--- src/rtl/msort_pkg.sv ---
// ----------------------------------------------------------------------------
// msort_pkg
// Types and fixed constants shared by the merge sorter and its cells.
// ----------------------------------------------------------------------------
package msort_pkg;

   // Width of the value fields on the ports
   localparam int WORD_WIDTH = 32;
   // Widest internal word: covers data widths up to 64 bits and the port width
   localparam int EXT_WIDTH  = 64;

   typedef struct packed {
      logic signed [WORD_WIDTH-1:0] value;
      logic                         last;
   } req_type;

   typedef struct packed {
      logic signed [WORD_WIDTH-1:0] value_res;
      logic                         last_res;
   } rsp_type;

   // Command broadcast to every cell of the row
   typedef struct packed {
      logic insert;
      logic shift;
   } cell_cmd_type;

   // Status one cell hands to its right neighbor
   typedef struct packed {
      logic valid;   // cell holds an element
      logic lt;      // incoming element sorts before this cell's element, or cell is empty
   } cell_flag_type;

endpackage

--- src/rtl/msort_cell.sv ---
// ----------------------------------------------------------------------------
// msort_cell
// One slot of the sorting row: holds one element, inserts in order, shifts.
// ----------------------------------------------------------------------------
module msort_cell #(
   parameter int DATA_WIDTH = 32
) (
   input  logic                          clock,
   input  logic                          reset,
   input  msort_pkg::cell_cmd_type       cmd,
   input  logic [DATA_WIDTH-1:0]         new_value,
   input  msort_pkg::cell_flag_type      prev_flag,
   input  logic [DATA_WIDTH-1:0]         prev_value,
   input  logic                          next_valid,
   input  logic [DATA_WIDTH-1:0]         next_value,
   output logic [DATA_WIDTH-1:0]         own_value,
   output msort_pkg::cell_flag_type      own_flag
);

   logic                  valid_ff;
   logic                  valid_in;
   logic [DATA_WIDTH-1:0] value_ff;
   logic [DATA_WIDTH-1:0] value_in;
   logic                  new_lt;

   // Empty slots count as larger than anything; equal values stay put
   assign new_lt = !valid_ff || ($signed(new_value) < $signed(value_ff));

   always_comb begin
      valid_in = valid_ff;
      value_in = value_ff;
      if (cmd.shift) begin
         valid_in = next_valid;
         value_in = next_value;
      end else if (cmd.insert && new_lt) begin
         if (prev_flag.lt) begin
            valid_in = prev_flag.valid;
            value_in = prev_value;
         end else begin
            valid_in = 1'b1;
            value_in = new_value;
         end
      end
   end

   always_ff @(posedge clock) begin
      if (reset) begin
         valid_ff <= 1'b0;
      end else begin
         valid_ff <= valid_in;
      end
   end

   always_ff @(posedge clock) begin
      value_ff <= value_in;
   end

   assign own_value      = value_ff;
   assign own_flag.valid = valid_ff;
   assign own_flag.lt    = new_lt;

endmodule

--- config.mk ---
export PLATFORM = sky130hd
export DESIGN_NAME = msort_cell
export DESIGN_NICKNAME = d
export VERILOG_FILES = /design/src/rtl/msort_pkg.sv /design/src/rtl/msort_cell.sv
export SDC_FILE = /design/constraint.sdc
export NUM_CORES = 1
export LEC_CHECK = 0
export BUFFER_PORTS_ARGS = -buffer_cell sky130_fd_sc_hd__buf_2
export CAP_MARGIN = 20
export CORE_MARGIN = 8
export CORE_UTILIZATION = 30
export CTS_CLUSTER_DIAMETER = 30
export DETAILED_ROUTE_END_ITERATION = 7
export PLACE_DENSITY = 0.63
export SLEW_MARGIN = 0
export SYNTH_ARGS = -nofsm -noshare
export SYNTH_HDL_FRONTEND = slang
export SYNTH_SLANG_ARGS = --single-unit
--- constraint.sdc ---
create_clock -name clock -period 3.1 [get_ports clock]
set_input_delay 0.62 -clock clock [delete_from_list [all_inputs] [get_ports clock]]
set_output_delay 0.62 -clock clock [all_outputs]
set_load 0.03 [all_outputs]
After elaboration in Yosys (flattened, before gate mapping)
Cells that the tools add are included.
{"block": "totals", "output_inout_bits": 34, "reg_bits": 33, "wordCells": 13}
{"block": "classes", "mux": 6, "reduce_logical": 4, "n_lt_le_gt_ge": 1}
{"op": "$mux 32", "count": 3}
{"op": "$lt 32x32->1", "count": 1}
{"op": "$mux 1", "count": 3}
{"op": "$reduce_bool 2->1", "count": 1}
{"op": "$logic_and 1x1->1", "count": 1}
{"op": "$logic_not 1->1", "count": 1}
{"op": "$logic_or 1x1->1", "count": 1}

Logic depth before layout (Yosys ltp)
Gate-level depths: netlist (run 1).
{"block": "logic_depth", "word_depth": 5, "depth_mapped": 9, "mapped_depth_nobuf": 8}

Least setup slack after synthesis (run 1)
OpenSTA, ideal clock, no wires.
{"block": "synth_path", "path_kind": "input port to output port", "from": "input port new_value[19]", "to": "output port own_flag[0] (netlist bit)", "cell_stages": 8, "setup_slack_ns": -0.058, "required_ns": 2.480, "t_arrival_ns": 2.538, "path_cell_list": "ha_1 and2_4 a221o_1 a22oi_1 o211ai_1 or4b_4 and2_2 buf_4"}
{"block": "synth_via", "elab_chain_len": 2}
{"element": "start, declared", "line_no": "msort_cell.sv:11", "source": "input logic [DATA_WIDTH-1:0] new_value,"}
{"element": "$lt 32x32->1", "line_no": "msort_cell.sv:27", "source": "assign new_lt = !valid_ff || ($signed(new_value) < $signed(value_ff));"}
{"element": "$logic_or 1x1->1", "line_no": "msort_cell.sv:27"}
{"element": "end, declared", "line_no": "msort_cell.sv:17", "source": "output msort_pkg::cell_flag_type own_flag"}
Every way passes these cells.

==> out/summary.txt, run 1 <==
Mapped Cells = 262
CTS tree = built
detailed-route wire length = 7560 um
layout cells sized above 1 = 41.3%
Final period util = 106%
CTS Root Cell = clkbuf_8
number of distinct library cells after synthesis = 35
Critical path origin = new_value[17]
status = complete, but fails checks
vias per cell = 4.53
Tmin final = 3.29 ns
Post-route DRC = 0
synth top area cells = edfxtp_1, ha_1, mux2i_1
Worst slew margin = 62.0%
commonest cells in the netlist = nand2_1, o21ai_0, inv_1
P&R area growth vs syn = 41.7%
Cell Area, Placed = 0.00337 sq mm
DP HPWL = 6150 um
average size of a mapped cell = 9.48 sq um
Worst-Margin Slew = 0.569 ns
Peak VDD IR = 166 uV
placed instance count = 506
final slew viol count = 0
post-synthesis sequential area ratio = 39.5%
path type of the worst setup path = input pin to output pin
multiplexer area fraction after synthesis = 12.9%
top-area cell type share of the netlist area = 38.7%
critical path endpoint category = output pin
DR WL met3 = 669 um
Worst Setup Slack, final = -0.190 ns
CTS Buffer Depth = 2
max_cap viols = 0
starting density of the core = 30.5%
Arr. time, crit path = 2.67 ns
Synth Area in Compound Gates = 14.1%
first-pass GRT wire length = 11,900 um
vias in the first global route = 2,580
vias after detailed routing = 2,344
# diodes = 0
Placer Congestion = 0.721
CTS buffer count = 5
Startpoint Class = input pin
Hold Crit Class = input pin to flip-flop
ys async rst share = 0%
WL/cell = 14.6 um
syn_nets = 396
die footprint = 0.0115 sq mm
Mapped Area = 0.00248 sq mm
FF-to-FF setup slack = 0.17 ns
number of synthesized flops with an enable pin = 32
die width = 107 um
Worst R2R Path Depth = 10
residual overflow from global routing = 0
Post-synth top flop = edfxtp_1
Pre-Repair DR Iteration Count = 4
WL met2 = 3530 um
Hold Vio Cnt, Final = 0
Reg-to-Reg Start = own_value[17]
clock latency on the worst-skew pair = 0.28 ns
core footprint = 0.00813 sq mm
Die Y = 107 um
most numerous cell in the Yosys netlist = nand2_1
post-route non-filler standard cell count = 517
Rows = 33
Hold Buf Count CTS = 0
largest net degree at the start of global routing = 39
number of routed nets with antenna violations = 0
Clock Pin Slew Worst Setup and Hold Paths = 0.06 ns
final core occ = 43.3%
P per Cell Area = 398 mW/mm^2
post-synthesis sequential element count = 33
Layout Skew = 0.00378 ns
clk sinks = 33
NumNets Final = 545
met1 wire length = 3310 um
Max Freq = 0.304 GHz
H-tree Lvls = 2
peak fanout along the critical path = 2
Static Leak = 1.84 nW
Setup Viol. Count Final = 1
yosys warns = 0
largest family of logic cells by synthesized area = adder cells
DR iter-0 viols = 65
Reg2Reg Capture Point = own_value[2]
area leader, netlist = edfxtp_1
Port-buffer cells = 136
Synth Area in XOR/XNOR = 0%
max layer used = met4
failing checks = negative setup slack
initial antenna violation count = 0
critical path required time = 2.48 ns
Hold Slack = 0.615 ns
Final Cell Area = 0.00352 sq mm
Setup crit end = own_flag[0]
Post-Synth Simple-Gate Area = 10.6%
I/O Pins = 137
RSZ-0062 raised after global routing = true
Post-Synth Adder-Cell Area = 15.6%
GRT Overall Usage = 12.8%
[report_power, final]
group          internal, mW  total (mW)  switching [mW]
registers             0.552       0.576          0.0243
clock network         0.159       0.308           0.148
logic                 0.215       0.517           0.302
total                 0.926        1.40           0.474
[per-stage QoR]
| stage | TNS [ns] | setup WS (ns) | total power, mW |
|---|---|---|---|
| 2_1_floorplan | -0.0442 | -0.0442 | 0.888 |
| 3_3_place_gp | -4.75 | -0.285 | 1.08 |
| 3_5_place_dp | -5.50 | -0.318 | 1.09 |
| 4_1_cts | -0.196 | -0.196 | 1.42 |
| 5_1_grt | -0.275 | -0.275 | 1.50 |
| 6_report | -0.190 | -0.190 | 1.40 |
[state kept, by name (all words and copies together), names as in the netlist]
name and flops:
valid_ff 1, own_value 32
[area by class of cell]
| type | instances | area (sq um) |
|---|---|---|
| flip-flops and latches | 33 | 981 |
| clock buffers | 8 | 80.1 |
| well taps | 105 | 131 |
| multi-input cells | 183 | 1360 |
| repair buffers | 155 | 842 |
| fillers | 794 | 4610 |
| inverters | 33 | 124 |
[critical path, stage by stage]
cell and delay [ns]:
buf_2 0.13, ha_4 0.24, a21o_1 0.15, a221o_1 0.33, a22oi_1 0.18, o211ai_1 0.16, or4b_4 0.55, and2_4 0.18
buf_6 0.13
[how the worst min path moves through the flow]
stage / start / end / slack (ns) / cells past startpoint
4_1_cts: next_value[27] / own_value[27] / 0.61 / 3
3_5_place_dp: valid_ff / valid_ff / 0.68 / 3
2_1_floorplan: valid_ff / valid_ff / 0.55 / 2
5_1_grt: reset / valid_ff / 0.61 / 3
3_3_place_gp: valid_ff / valid_ff / 0.65 / 3
6_report: reset / valid_ff / 0.62 / 3
[timing repair]
item                       4_1_cts  5_1_grt
resized for setup                7        2
pin swaps                        4        1
setup endpoints to repair        1        1
setup buffers                    2        1
[cell usage in the layout (no fill, tap or decap), types with 3 or more instances in the layout]
master / n
clkbuf_1: 3
ha_1: 29
edfxtp_1: 32
clkbuf_8: 5
nand4_1: 4
a21oi_1: 10
nor2_1: 4
mux2i_1: 32
a21o_1: 3
buf_2: 135
buf_4: 18
o21ai_0: 35
inv_1: 31
nand2_1: 41
[per-layer routing]
metal  GRT usage [%]  up-vias
met1            15.2     1027
met5               0        -
met3            4.20        4
li1                -     1228
met4            2.41        0
met2            22.1       85
[cells by family after synthesis]
group | count (synthesis)
compound gates | 61
fa+ha+maj | 31
buf+inv | 46
flops | 33
mux | 32
simple gates | 59
No activity file was read; power rests on OpenSTA's default activity.
==> inputs of run 2 (changes only) <==
--- a/config.mk
+++ b/config.mk
@@ -7,6 +7,7 @@
 export LEC_CHECK = 0
 export BUFFER_PORTS_ARGS = -buffer_cell sky130_fd_sc_hd__buf_2
 export CAP_MARGIN = 20
+export CORE_ASPECT_RATIO = 1.1
 export CORE_MARGIN = 8
 export CORE_UTILIZATION = 30
 export CTS_CLUSTER_DIAMETER = 30
==> run 2 against run 1 <==
Net effect:
- the flow still finishes with violations (negative setup slack)
- first-iteration DRC count is 15% lower
- utilization is 0.15 points higher
- clock power is 5% higher
- critical path type unchanged
- largest cell class unchanged
==> out/summary.txt, run 2 (synthesis results as in run 1) <==
Reg-to-Reg Start = own_value[19]
Worst slew margin = 59.6%
Hold Path Origin = reset
GRT Overall Usage = 12.8%
worst slack at placement = -0.305 ns
Layout Skew = 0.00770 ns
critical path endpoint category = output pin
most frequent cells in the layout = buf_2, nand2_1, o21ai_0
Startpoint Class = input pin
CTS Root Cell = clkbuf_8
NumNets Final = 547
layout cells sized above 1 = 42.8%
die footprint = 0.0115 sq mm
P per Cell Area = 399 mW/mm^2
Critical path origin = new_value[19]
final slew viol count = 0
filler instances = 874
Worst-Margin Slew = 0.606 ns
Worst Setup Slack, final = -0.156 ns
H-tree Lvls = 2
WL/cell = 14.1 um
Final Cell Area = 0.00358 sq mm
Static Leak = 1.86 nW
I/O Pins = 137
Hold Slack = 0.584 ns
starting density of the core = 30.2%
largest net degree at the start of global routing = 41
Pre-Repair DR Iteration Count = 4
failing checks = negative setup slack
Rows = 35
clock latency on the worst-skew pair = 0.29 ns
initial antenna violation count = 0
vias in the first global route = 2,566
Setup Viol. Count Final = 1
# diodes = 0
Max Freq = 0.307 GHz
residual overflow from global routing = 0
die width = 103 um
most common cell after layout, fill and taps aside = buf_2
P&R area growth vs syn = 43.9%
WL met2 = 3730 um
first-pass GRT wire length = 11,700 um
Post-route DRC = 0
Arr. time, crit path = 2.64 ns
max layer used = met4
met1 wire length = 2970 um
DR iter-0 viols = 55
CTS Buffer Depth = 2
vias after detailed routing = 2,401
Cell Area, Placed = 0.00338 sq mm
Clock Pin Slew Worst Setup and Hold Paths = 0.07 ns
Hold Crit Class = input pin to flip-flop
Hold Vio Cnt, Final = 0
max reg flops = 32
status = complete, but fails checks
Peak VDD IR = 168 uV
post-route non-filler standard cell count = 525
RSZ-0062 raised after global routing = true
number of routed nets with antenna violations = 0
Port-buffer cells = 136
placed instance count = 512
vias per cell = 4.57
critical path required time = 2.48 ns
peak fanout along the critical path = 2
FF-to-FF setup slack = 0.23 ns
CTS buffer count = 5
DP HPWL = 6100 um
Placer Congestion = 0.743
DR WL met3 = 647 um
detailed-route wire length = 7410 um
Setup TNS = -0.156 ns
Tmin final = 3.26 ns
CTS tree = built
Die Y = 111 um
path type of the worst setup path = input pin to output pin
max_cap viols = 0
core footprint = 0.00823 sq mm
clk sinks = 33
Final period util = 105%
[run 2: stage by stage]
stage,utilization (%),total power [mW]
final,43.4,1.43
after global routing,43.4,1.52
after CTS,43.2,1.45
after detailed placement,41.1,1.08
after global placement,41.1,1.07
after floorplan,-,0.888
[run 2: path summary, 6_finish.rpt]
path | endpoint | cells past startpoint
worst max-delay path | own_flag[0] | 9
worst min-delay path | valid_ff | 3
worst max register to register | own_value[12] | 10
worst min register to register | valid_ff | 3
[run 2: power breakdown]
part / switching [mW] / total, mW / leakage [nW] / internal, mW
sequential: 0.0238 / 0.575 / 0.338 / 0.551
combinational: 0.304 / 0.527 / 1.48 / 0.223
clock: 0.166 / 0.323 / 0.0422 / 0.158
total: 0.493 / 1.43 / 1.86 / 0.932
[run 2: repair_timing]
action | in CTS | in global routing
pin swaps | 3 | 3
hold buffers | 0 | 0
setup buffers | 5 | 0
resized for setup | 10 | 4
endpoints found under the hold margin | 0 | 0
setup endpoints to repair | 1 | 33
[run 2: metal layers]
layer | GRT usage [%] | up-vias
met1 | 14.4 | 1084
met5 | 0 | -
li1 | - | 1237
met2 | 22.7 | 75
met3 | 4.24 | 5
met4 | 2.61 | 0
[run 2: layout make-up]
type,count,area (sq um),share of cell area (%)
multi-input combinational,183,1390,39.0
sequential,33,981,27.4
timing repair buffer,157,857,24.0
tap,111,139,3.88
inverter,33,124,3.46
clock buffer,7,76.3,2.13
clock inverter,1,5.00,0.140
[run 2: worst max-delay path, stage by stage]
cell and delay (ns):
buf_2 0.13, ha_4 0.24, and2_4 0.15, a221o_1 0.34, a22oi_2 0.17, o211ai_1 0.14, or4b_4 0.54, and2_4 0.17
buf_6 0.13
